<file path="src/rnvp_pkg.sv">
`default_nettype none

package rnvp_pkg;

  localparam int MAX_VERTICES = 4096;
  localparam int CNT_W = $clog2(MAX_VERTICES + 1);
  localparam int IDX_W = 12;
  localparam int INDEX_CAP = (MAX_VERTICES > 4096) ? 4095 : MAX_VERTICES - 1;

  localparam int QUEUE_DEPTH = 4;
  localparam int QPTR_W = $clog2(QUEUE_DEPTH);
  localparam int QCNT_W = $clog2(QUEUE_DEPTH + 1);

  localparam int DIST_W = 52;
  localparam logic [DIST_W-1:0] DIST_MAX = {DIST_W{1'b1}};
  localparam logic [26:0] P_CLAMP = 27'h4000000;

  localparam logic [23:0] ORIGIN_RESET = 24'd0;
  localparam logic [15:0] DIR_XY_RESET = 16'd0;
  localparam logic [15:0] DIR_Z_RESET = 16'd16384;
  localparam logic [22:0] THRESH_RESET = 23'd2048;

  typedef enum logic [2:0] {
    REG_ORIGIN_X  = 3'd0,
    REG_ORIGIN_Y  = 3'd1,
    REG_ORIGIN_Z  = 3'd2,
    REG_DIR_X     = 3'd3,
    REG_DIR_Y     = 3'd4,
    REG_DIR_Z     = 3'd5,
    REG_THRESHOLD = 3'd6
  } rnvp_reg_t;

  typedef struct packed {
    logic [23:0] origin_x;
    logic [23:0] origin_y;
    logic [23:0] origin_z;
    logic [15:0] dir_x;
    logic [15:0] dir_y;
    logic [15:0] dir_z;
    logic [22:0] thresh;
  } rnvp_cfg_t;

  typedef struct packed {
    logic [IDX_W-1:0] idx;
    logic             ovf;
    logic             last;
  } rnvp_tag_t;

  typedef struct packed {
    logic [24:0] dx;
    logic [24:0] dy;
    logic [24:0] dz;
    rnvp_tag_t   tag;
  } rnvp_item_t;

endpackage

`default_nettype wire

</file>
<file path="src/rnvp_queue.sv">
`default_nettype none

module rnvp_queue
  import rnvp_pkg::*;
(
  input  wire logic       clk,
  input  wire logic       rst_n,
  input  wire logic       push_valid,
  output logic            push_ready,
  input  wire rnvp_item_t push_item,
  output logic            pop_valid,
  input  wire logic       pop_ready,
  output rnvp_item_t      pop_item
);

  rnvp_item_t        slot_r [QUEUE_DEPTH];
  logic [QPTR_W-1:0] wr_ptr_r, wr_ptr_nxt;
  logic [QPTR_W-1:0] rd_ptr_r, rd_ptr_nxt;
  logic [QCNT_W-1:0] cnt_r, cnt_nxt;
  logic              push, pop;

  assign push_ready = (cnt_r != QCNT_W'(QUEUE_DEPTH));
  assign pop_valid  = (cnt_r != '0);
  assign pop_item   = slot_r[rd_ptr_r];
  assign push       = push_valid & push_ready;
  assign pop        = pop_valid & pop_ready;

  always_comb begin
    wr_ptr_nxt = push ? wr_ptr_r + QPTR_W'(1) : wr_ptr_r;
    rd_ptr_nxt = pop ? rd_ptr_r + QPTR_W'(1) : rd_ptr_r;
    cnt_nxt    = cnt_r;
    if (push && !pop) begin
      cnt_nxt = cnt_r + QCNT_W'(1);
    end else if (pop && !push) begin
      cnt_nxt = cnt_r - QCNT_W'(1);
    end
  end

  always_ff @(posedge clk) begin
    if (push) begin
      slot_r[wr_ptr_r] <= push_item;
    end
  end

  always_ff @(posedge clk) begin
    if (!rst_n) begin
      wr_ptr_r <= '0;
      rd_ptr_r <= '0;
      cnt_r    <= '0;
    end else begin
      wr_ptr_r <= wr_ptr_nxt;
      rd_ptr_r <= rd_ptr_nxt;
      cnt_r    <= cnt_nxt;
    end
  end

endmodule

`default_nettype wire

</file>
<file path="config.mk">
export PLATFORM = sky130hd
export DESIGN_NAME = rnvp_queue
export DESIGN_NICKNAME = d
export VERILOG_FILES = /design/src/rnvp_pkg.sv /design/src/rnvp_queue.sv
export SDC_FILE = /design/constraint.sdc
export NUM_CORES = 1
export LEC_CHECK = 0
export BUFFER_PORTS_ARGS = -buffer_cell sky130_fd_sc_hd__buf_2
export CAP_MARGIN = 20
export CORE_MARGIN = 5
export CORE_UTILIZATION = 50
export CTS_CLUSTER_SIZE = 30
export DETAILED_ROUTE_END_ITERATION = 8
export PLACE_DENSITY = 0.71
export SKIP_LAST_GASP = 1
export SLEW_MARGIN = 20
export SYNTH_ARGS = -nofsm -noshare
export SYNTH_HDL_FRONTEND = slang
export SYNTH_SLANG_ARGS = --single-unit
</file>
<file path="constraint.sdc">
create_clock -name clk -period 4.1 [get_ports clk]
set_clock_uncertainty 0.1 [all_clocks]
set_input_delay 0.205 -clock clk [delete_from_list [all_inputs] [get_ports clk]]
set_output_delay 0.205 -clock clk [all_outputs]
set_load 0.01 [all_outputs]
</file>
==> results_dict.tcl <==
set metrics [dict create \
    vias 6394 \
    arrival_ps 2640 \
    crit_slowest_cell "dfxtp_4" \
    seq_area_frac_synth_pct 81.78 \
    fmax_mhz 339.1 \
    cp_data_required_time_ps 3800 \
    setup_violations 0 \
    crit_fanout 34 \
    cts_resized 0 \
    antenna_cells_inserted 0 \
    drt_iter0_markers 407 \
    cts_tree "built" \
    dp_hpwl_um 15910 \
    grt_usage_pct 17.48 \
    pwr-share-clk_pct 29.6 \
    nets 915 \
    die_h_um 173.0 \
    grt.overflow.total 0 \
    tns_ps 0 \
    path_cells "buf_4 > mux4_2 > buf_2" \
    clock_path_buffers 3 \
    grt_pass1_vias 7119 \
    crit_path_start_kind "flop" \
    via_per_inst 5.437 \
    leakage_uw 0.005615 \
    syn_to_final_growth_pct 24.67 \
    dieArea_um2 29940 \
    drc 0 \
    period_minus_slack_ps 2949 \
    finalHoldViolCount 0 \
    syn_area_um2 13290 \
    p_sw_uw 2581 \
    wirelength_um 25880 \
    wl_per_cell_um 22.01 \
    avgSynthCellArea_um2 25.91 \
    htree_levels 2 \
    yosys_register_bits 365 \
    io-pin-count 184 \
    slew-limit-headroom_pct 41.41 \
    outcome "finished, final reports clean" \
    reg2reg_depth 4 \
    drv_cap 0 \
    hold_class "input pin to flop" \
    clkTransAtPathRegs_ps 60 \
    vdd_ir_drop_max_mv 0.4064 \
    synth_nets 612 \
    p_per_area_nw_per_um2 597.1 \
    r2r_slack_ps 1520 \
    core_um2 26130 \
    gp_congestion 0.7191 \
    crit_type "flop to primary output" \
    drv_slew 0 \
    yosys_warnings 0 \
    reg2reg_to "slot_r[2][3]$_DFFE_PP_" \
    worstSkewPairLatency_ps 510 \
    rows 59 \
    worst_r2r_startpoint "cnt_r[0]$_SDFFE_PN0P_" \
    initial_utilization_pct 50.86 \
    drt.antenna.violating_nets 0 \
    met2_usage_pct 29.32 \
    grt_pass1_wl_um 40880 \
    worst_slew_pin_slew_ps 878.8 \
    cts_sinks 365 \
    top_usage_layer "met2" \
    p_seq_share_pct 48.1 \
    cp_top_family "flip-flops" \
    holdPathEnd "wr_ptr_r[0]$_SDFFE_PN0P_" \
    grtUsageMet1_pct 24.01 \
    power_uw 9895 \
    worstHoldStart "push_valid" \
    postCtsSetupBuffers 0 \
    drive_gt1_share_pct 39.83 \
    first_pass_iters 5 \
    postSynthCellCount 513 \
    comb_power_share_pct 22.3 \
    grt_max_degree 57 \
    io_buffers 183 \
    ys_types 24 \
    hold_buffers 90 \
    use_met3_pct 3.908 \
    critPathMaxStageDelay_ps 820 \
    critPathBufInv 2 \
    p_int_uw 7314 \
    clockRootBuffer "clkbuf_16" \
    whs_ps 75.24 \
    hold_path_depth 3 \
    min_period_over_period_pct 71.93 \
    die-width_um 173.0 \
    end_kind "primary output" \
    rsz0062_at_grt "no" \
    swShare_pct 26.09 \
    numCtsBuffers 37 \
    grt_antenna_before_repair 1 \
]
## Yosys cell counts, drive strengths merged
library cell  instances  share of area [%]
a21boi                2               0.14
and2                  8               0.38
buf                  13               0.72
clkbuf                8               0.23
dfxtp                 9                1.4
edfxtp              356                 80
fa                    1               0.15
ha                    5               0.47
inv                   3              0.085
mux2i                 3               0.23
mux4                 89                 15
nand2                 5               0.14
nor2                  1              0.028
nor2b                 1              0.047
o21ai                 1              0.038
o311ai                1              0.066
o31ai                 1              0.057
or3                   2              0.094
xnor2                 3               0.20
xor2                  1              0.066
## power groups by stage
stage	logic, µW	clock network (µW)	registers, µW
floorplan	1510	0	4700
CTS	2260	3000	4780
detailed placement	2180	0	4850
global placement	2160	0	4820
finish	2200	2930	4760
global route	2390	3180	4810
## flip-flops by register name, summed over array words and instances (netlist names), named ones only
signal,cells
cnt_r,3
wr_ptr_r,2
rd_ptr_r,2
slot_r,356
## how the worst max path moves through the flow
stage                           from                       to  slack (ps)  cells past startpoint
4_1_cts                         flop             pop_item[25]        1050                      3
3_3_place_gp   cnt_r[0]$_SDFFE_PN0P_  slot_r[0][87]$_DFFE_PP_        1600                      4
2_1_floorplan  cnt_r[0]$_SDFFE_PN0P_   slot_r[0][0]$_DFFE_PP_         660                      3
5_1_grt                         flop             pop_item[25]         930                      3
6_report                        flop             pop_item[25]        1150                      3
3_5_place_dp   cnt_r[0]$_SDFFE_PN0P_  slot_r[2][19]$_DFFE_PP_        1460                      4
## per-layer routing
layer / vias up / part of all wire, %
li1: 2814 / -
met1: 3310 / 42
met2: 229 / 50
met3: 39 / 6.2
met4: 2 / 1.4
met5: - / 0.027
## logic make-up after synthesis
family / count (synthesis) / share of synthesized area, %
mux: 92 / 15.31
fa+ha+maj: 6 / 0.6213
buf+inv: 24 / 1.035
xor+xnor: 4 / 0.2636
flops: 365 / 81.78
simple gates: 17 / 0.6872
compound gates: 5 / 0.3012
## through the flow
step | cell area [µm²] | util, % | std cells | setup slack (ps)
after floorplan | 13290 | - | 513 | 656.2
after global placement | 14620 | 55.95 | 1022 | 1603
after detailed placement | 14620 | 55.95 | 1022 | 1460
after CTS | 16570 | 63.41 | 1176 | 1050
after global routing | 16570 | 63.41 | 1176 | 927.4
final | 16570 | 63.41 | 1176 | 1151
## layout by cell type (no fill, tap or decap), types with 4 or more instances in the layout
| master | instances |
|---|---|
| and2_1 | 4 |
| and2_4 | 4 |
| buf_2 | 183 |
| buf_4 | 11 |
| clkbuf_1 | 9 |
| clkbuf_16 | 37 |
| clkinv_1 | 11 |
| dfxtp_1 | 7 |
| dlygate4sd3_1 | 90 |
| edfxtp_1 | 356 |
| ha_1 | 5 |
| mux4_2 | 89 |
| nand2_1 | 5 |
## tightest hold or removal path, delay by kind of cell
family          cells  cell delay (ps)
mux                 1              130
compound gates      1              200
buf+inv             1              100
## final cells by class
class / count / area, µm²
clock inverters: 18 / 90.09
well taps: 335 / 419.2
clock buffers: 46 / 959.7
fillers: 1772 / 9562
flip-flops and latches: 365 / 10880
multi-input cells: 124 / 2293
repair buffers: 285 / 1919
inverters: 3 / 11.26
(Power assumes the default switching activity.)
