## config.mk

```make
export PLATFORM = sky130hd
export DESIGN_NAME = rnvp_front
export DESIGN_NICKNAME = d
export VERILOG_FILES = /design/src/rnvp_pkg.sv /design/src/rnvp_front.sv
export SDC_FILE = /design/constraint.sdc
export NUM_CORES = 1
export LEC_CHECK = 0
export ABC_AREA = 1
export BUFFER_PORTS_ARGS = -buffer_cell sky130_fd_sc_hd__buf_2
export CAP_MARGIN = 20
export CORE_ASPECT_RATIO = 0.6
export CORE_MARGIN = 2
export CORE_UTILIZATION = 24
export DETAILED_ROUTE_END_ITERATION = 6
export SLEW_MARGIN = 20
export SYNTH_ARGS = -nofsm -noshare
export SYNTH_HDL_FRONTEND = slang
export SYNTH_SLANG_ARGS = --single-unit
```

## constraint.sdc

```tcl
create_clock -name clk -period 1.9 [get_ports clk]
set_clock_uncertainty 0.1 [all_clocks]
set_input_delay 0.38 -clock clk [delete_from_list [all_inputs] [get_ports clk]]
set_output_delay 0.38 -clock clk [all_outputs]
set_load 0.01 [all_outputs]
```

## src/rnvp_pkg.sv

```systemverilog
`default_nettype none

package rnvp_pkg;

  localparam int MAX_VERTICES = 4096;
  localparam int CNT_W = $clog2(MAX_VERTICES + 1);
  localparam int IDX_W = 12;
  localparam int INDEX_CAP = (MAX_VERTICES > 4096) ? 4095 : MAX_VERTICES - 1;

  localparam int QUEUE_DEPTH = 4;
  localparam int QPTR_W = $clog2(QUEUE_DEPTH);
  localparam int QCNT_W = $clog2(QUEUE_DEPTH + 1);

  localparam int DIST_W = 52;
  localparam logic [DIST_W-1:0] DIST_MAX = {DIST_W{1'b1}};
  localparam logic [26:0] P_CLAMP = 27'h4000000;

  localparam logic [23:0] ORIGIN_RESET = 24'd0;
  localparam logic [15:0] DIR_XY_RESET = 16'd0;
  localparam logic [15:0] DIR_Z_RESET = 16'd16384;
  localparam logic [22:0] THRESH_RESET = 23'd2048;

  typedef enum logic [2:0] {
    REG_ORIGIN_X  = 3'd0,
    REG_ORIGIN_Y  = 3'd1,
    REG_ORIGIN_Z  = 3'd2,
    REG_DIR_X     = 3'd3,
    REG_DIR_Y     = 3'd4,
    REG_DIR_Z     = 3'd5,
    REG_THRESHOLD = 3'd6
  } rnvp_reg_t;

  typedef struct packed {
    logic [23:0] origin_x;
    logic [23:0] origin_y;
    logic [23:0] origin_z;
    logic [15:0] dir_x;
    logic [15:0] dir_y;
    logic [15:0] dir_z;
    logic [22:0] thresh;
  } rnvp_cfg_t;

  typedef struct packed {
    logic [IDX_W-1:0] idx;
    logic             ovf;
    logic             last;
  } rnvp_tag_t;

  typedef struct packed {
    logic [24:0] dx;
    logic [24:0] dy;
    logic [24:0] dz;
    rnvp_tag_t   tag;
  } rnvp_item_t;

endpackage

`default_nettype wire

```

## src/rnvp_front.sv

```systemverilog
`default_nettype none

module rnvp_front
  import rnvp_pkg::*;
(
  input  wire logic       clk,
  input  wire logic       rst_n,
  input  wire rnvp_cfg_t  cfg,
  input  wire logic       in_tvalid,
  output logic            in_tready,
  input  wire logic [71:0] in_tdata,
  input  wire logic       in_tlast,
  output logic            push_valid,
  input  wire logic       push_ready,
  output rnvp_item_t      push_item
);

  logic [CNT_W-1:0] cnt_r, cnt_nxt;
  logic             ovf_r, ovf_nxt;
  logic             accept;
  logic             ovf_hit;
  logic [IDX_W-1:0] idx;
  logic [23:0]      vx, vy, vz;

  assign vx = in_tdata[23:0];
  assign vy = in_tdata[47:24];
  assign vz = in_tdata[71:48];

  assign in_tready  = push_ready;
  assign push_valid = in_tvalid;
  assign accept     = in_tvalid & push_ready;

  // index saturates at the cap, overflow sticks until the end of the list
  assign ovf_hit = (cnt_r >= CNT_W'(MAX_VERTICES));
  assign idx = (cnt_r > CNT_W'(INDEX_CAP)) ? IDX_W'(INDEX_CAP) : IDX_W'(cnt_r);

  always_comb begin
    push_item.dx       = {vx[23], vx} - {cfg.origin_x[23], cfg.origin_x};
    push_item.dy       = {vy[23], vy} - {cfg.origin_y[23], cfg.origin_y};
    push_item.dz       = {vz[23], vz} - {cfg.origin_z[23], cfg.origin_z};
    push_item.tag.idx  = idx;
    push_item.tag.ovf  = ovf_r | ovf_hit;
    push_item.tag.last = in_tlast;
  end

  always_comb begin
    cnt_nxt = cnt_r;
    ovf_nxt = ovf_r;
    if (accept) begin
      if (in_tlast) begin
        cnt_nxt = '0;
        ovf_nxt = 1'b0;
      end else begin
        if (!ovf_hit) begin
          cnt_nxt = cnt_r + CNT_W'(1);
        end
        ovf_nxt = ovf_r | ovf_hit;
      end
    end
  end

  always_ff @(posedge clk) begin
    if (!rst_n) begin
      cnt_r <= '0;
      ovf_r <= 1'b0;
    end else begin
      cnt_r <= cnt_nxt;
      ovf_r <= ovf_nxt;
    end
  end

endmodule

`default_nettype wire

```

==> impl_metrics.toml, run 1 <==
[outcome]
outcome = "finished, violations left"
violations = "setup timing"

[sta]
fmax_mhz = 421
finalSetupViolations = 79
rsz0062_at_grt = "true"
layout_setup_ws_ps = -477
finalHoldViolations = 0
fin_setup_tns_ps = -20140
worst_pin_slew_ps = 414
finalCriticalPeriod_ps = 2380
slew_violations = 0
relSlewSlack_pct = 72.2
min_period_over_period_pct = 125

[placement]
place_area_sq_um = 9520
dpl.hpwl_microns = 21900
dp_slack_ps = -572
dp.cells = 2042
portBuffers = 239
place.gp.congestion = 0.942

[final_layout]
antennaDiodeCount = 0
final_cell_mix = "nand2_1, inv_1, nand2_2"
finalNetCount = 2025
layout.cells.non_filler = 2088
layout-drive-gt1-share_pct = 57.6
fill_cells = 2562
area_delta_synth_final_pct = 104
multi_input_area_sq_um = 7700
layout_commonest_cell = "nand2_1"
regArea_sq_um = 294
final_area_sq_um = 13200

[setup_path]
crit_path_end_kind = "output port"
worstPathCellList = "buf_8 -> inv_12 -> ha_4 -> fa_2 -> inv_2 -> nand2_2 -> nand2_2 -> nand3_2 -> nand2_4 -> nand2_2 -> nand2_4 -> xor2_2 -> buf_2"
cp-start-kind = "input pin"
crit_path_frequent_cell = "nand2_2"
path_class = "input pin to output port"
slowest_stage = "fa_2"
critPathBufInv = 4
crit_family = "adder cells"
arrival_ps = 1900
required_ps = 1420
cp_max_fo = 4
cpPeakStageDelay_ps = 420

[global_routing]
antenna_found_initial = 0
first_global_vias = 8660
grt_max_degree = 11
gr-total-overflow = 0
grt_pass1_wl_microns = 43700
grt_use_total_pct = 18.8

[power]
ir_drop_uv = 211
cellLeakagePower_nw = 7.09
powerDensity_nw_per_um2 = 389

[route]
dr.pass1.iters = 5
routed_via_density = 4.42
route.detailed.drc = 0
ant_nets = 0
vias = 9228
wl_microns = 28900
drt_iter0_drc = 552
post_drt_wl_per_cell_microns = 13.8

[clock_tree]
clk_latency_ps = 250
cts.sinks = 14
clock_path_buffers = 2
root_buffer = "clkbuf_16"
cts_max_level = 1
cts_tree = "built"
clk_pin_slew_worst_paths_ps = 50
cts_buffers = 3
postCtsHoldBufs = 0

[die]
rows = 46
die_h_microns = 131
core_area_sq_um = 26500
ios = 311
fp.dieW_microns = 216
die_area_sq_um = 28400
initial_core_util_pct = 24.5

[logic_synthesis]
synth_area_leader_cell = "nand2_1"
yosys_warnings = 0
yosysTopAreaCellShare_pct = 31.8
seq_area_frac_synth_pct = 4.33
ys_types = 27
synthCells = 1328
synth_seq_cells = 14
synth_nets = 1624
synth_area_per_cell_sq_um = 4.88
syn-cell-area_sq_um = 6480
synth_area_leaders = "nand2_1, inv_1, ha_1"

[worst_hold_path]
min_path_type = "input pin to register"

[flow_run]
maxCapViolCount = 0
==> report_power, final <==
group	switching [mW]	total, mW	internal [mW]
Combinational	2.34	4.39	2.05
Sequential	0.00294	0.298	0.295
Clock	0.127	0.446	0.319
==> registers in the layout (all words and copies together), names as in the netlist <==
signal / flops
ovf_r: 1
cnt_r: 13
==> worst paths after layout <==
kind,from,endpoint,depth (start not counted),slack (ps)
max,in_tdata[48],push_item[30],13,-480
min,rst_n,cnt_r[1],2,310
max reg2reg,cnt_r[0],cnt_r[10],9,240
min reg2reg,ovf_r,ovf_r,2,350
==> layer usage <==
metal  vias to the layer above  track usage [%]  wire length (microns)
met2                       281             29.4                  13000
met1                      4225             28.8                  13900
li1                       4699                -                      -
met4                         0             1.75                    281
met5                         -                0                      0
met3                        23             1.09                   1670
==> through the flow <==
step                power, mW  hold WS (ps)  util (%)
global placement         3.28           337      35.9
floorplan                2.01           331         -
global route             5.49           314      49.8
detailed placement       3.30           348      35.9
finish                   5.13           307      49.8
CTS                      4.69           302      45.8
==> repair_timing <==
action / in CTS / in global routing
cloned: 1 / 0
buffers inserted: 22 / 21
endpoints found under the setup margin: 84 / 79
hold endpoints to repair: 0 / 0
pin swaps: 272 / 185
resized for setup: 579 / 236
==> cell type report <==
cell class | count | area share (%)
clock buffer | 4 | 0.673
tap | 360 | 3.41
multi-input combinational | 948 | 58.4
timing repair buffer | 400 | 24.4
inverter | 362 | 10.9
sequential | 14 | 2.23
==> cell usage after synthesis (all sizes together) <==
| cell | number |
|---|---|
| nand2 | 557 |
| inv | 362 |
| nor2 | 106 |
| ha | 73 |
| nand3 | 67 |
| a21oi | 48 |
| xor2 | 33 |
| nand4 | 21 |
| dfxtp | 14 |
| nor3 | 10 |
| o21ai | 9 |
| nand3b | 5 |
| xnor2 | 5 |
| and2 | 4 |
| buf | 4 |
| or2 | 4 |
| fa | 3 |
| a21boi | 1 |
| a41oi | 1 |
| nor4 | 1 |
==> kinds of logic (layout without fill, tap and decap cells) <==
kind of cell	after synthesis	count (layout)	synth area share (%)
DFF	14	14	4.33
buffers and inverters	366	766	21.5
AOI/OAI and AO/OA	59	59	4.83
and+or+nand+nor	775	775	49.2
adders and majority gates	76	76	15.0
xor gates and xnor gates	38	38	5.14
Note: power is estimated with default switching activity, not from simulation.
==> run 2: changes to the inputs <==
--- a/config.mk
+++ b/config.mk
@@ -12,6 +12,7 @@
 export CORE_MARGIN = 2
 export CORE_UTILIZATION = 24
 export DETAILED_ROUTE_END_ITERATION = 6
+export RECOVER_POWER = 50
 export SLEW_MARGIN = 20
 export SYNTH_ARGS = -nofsm -noshare
 export SYNTH_HDL_FRONTEND = slang
==> run 2 against run 1 <==
Effect of this change: the run still ends with setup timing left; clock power hardly changed; non-clock buffer count is the same; final area decreased by 0.20%; sequential share of layout area about the same; sequential power barely moved; power decreased by 0.13%.
==> impl_metrics.toml, run 2 (synthesized netlist as in run 1, its figures left out) <==
[outcome]
outcome = "finished, violations left"
violations = "setup timing"

[die]
die_h_microns = 131
rows = 46
core_area_sq_um = 26500
ios = 311
fp.dieW_microns = 216
initial_core_util_pct = 24.5
die_area_sq_um = 28400

[final_layout]
finalNetCount = 2025
final_cell_mix = "nand2_1, inv_1, nand2_2"
area_delta_synth_final_pct = 103
regMostFlops = "cnt_r"
antennaDiodeCount = 0
layout.cells.non_filler = 2088
layout-drive-gt1-share_pct = 57.1
final_area_sq_um = 13200
layout_commonest_cell = "nand2_1"
final_util_pct = 49.7
top_regs = "cnt_r: 13 flops, ovf_r: 1 flops"
largest_reg_flops = 13

[clock_tree]
cts_max_level = 1
clk_pin_slew_worst_paths_ps = 50
root_buffer = "clkbuf_16"
cts_buffers = 3
clock_path_buffers = 2
clk_latency_ps = 250
cts_tree = "built"
cts.sinks = 14

[global_routing]
grt_pass1_wl_microns = 43700
antenna_found_initial = 0
first_global_vias = 8660
gr-total-overflow = 0
grt_use_total_pct = 18.8
grt_max_degree = 11

[route]
ant_nets = 0
route.detailed.drc = 0
wl_microns = 28800
post_drt_wl_per_cell_microns = 13.8
dr.pass1.iters = 4
drt_iter0_drc = 586
routed_via_density = 4.42
vias = 9219

[sta]
finalSetupViolations = 79
finalHoldViolations = 0
finalCriticalPeriod_ps = 2380
worst_pin_slew_ps = 632
rsz0062_at_grt = "true"
fmax_mhz = 421
min_period_over_period_pct = 125
relSlewSlack_pct = 57.4
holdWs_ps = 307
slew_violations = 0
layout_setup_ws_ps = -476

[setup_path]
cp-start-kind = "input pin"
cp_max_fo = 4
crit_path_end_kind = "output port"
arrival_ps = 1900
path_class = "input pin to output port"
required_ps = 1420

[power]
power_mw = 5.13
powerDensity_nw_per_um2 = 389
cellLeakagePower_nw = 7.05
ir_drop_uv = 210

[flow_run]
maxCapViolCount = 0

[placement]
portBuffers = 239
dp.cells = 2042
dpl.hpwl_microns = 21900
place_area_sq_um = 9520
place.gp.congestion = 0.942

[worst_hold_path]
min_path_type = "input pin to register"
==> run 2: final cells by class <==
| class | instances | area [sq um] |
|---|---|---|
| Fill cell | 2566 | 13300 |
| Multi-Input combinational cell | 948 | 7690 |
| Timing Repair Buffer | 400 | 3210 |
| Inverter | 362 | 1440 |
| Tap cell | 360 | 450 |
| Sequential cell | 14 | 294 |
| Clock buffer | 4 | 88.8 |
==> run 2: what timing repair did <==
action,CTS,global route
pin swaps,272,185
setup endpoints to repair,84,79
setup buffers,22,21
gates resized for setup,579,236
gates cloned,1,0
hold buffers,0,0
==> run 2: metrics by stage <==
step / setup WS (ps) / TNS (ps)
4_1_cts: -446 / -16860
5_1_grt: -585 / -28060
3_5_place_dp: -572 / -27620
2_1_floorplan: -162 / -2030
3_3_place_gp: -570 / -26730
6_report: -476 / -22040
==> run 2: critical path: stages <==
cell	delay [ps]
buf_8	90
inv_12	30
ha_4	150
fa_2	420
inv_2	90
nand2_2	50
nand2_2	70
nand3_2	90
nand2_4	130
nand2_2	70
nand2_4	80
xor2_2	110
buf_2	140
==> run 2: report_power, final <==
group | internal, mW | switching, mW | total, mW
Clock | 0.319 | 0.126 | 0.446
Sequential | 0.295 | 0.00294 | 0.298
Combinational | 2.04 | 2.34 | 4.38
==> run 2: metal layers <==
layer	wire length, microns	GRT usage [%]
met5	0	0
met2	12900	29.4
met3	1620	1.09
met1	14000	28.8
met4	280	1.75
==> run 2: worst paths after layout <==
| check | startpoint | depth (start not counted) | slack, ps | end |
|---|---|---|---|---|
| worst max-delay path | in_tdata[48] | 13 | -480 | push_item[30] |
| worst min-delay path | rst_n | 2 | 310 | cnt_r[1] |
| worst max register to register | cnt_r[12] | 7 | 20 | cnt_r[10] |
| worst min register to register | ovf_r | 2 | 360 | ovf_r |
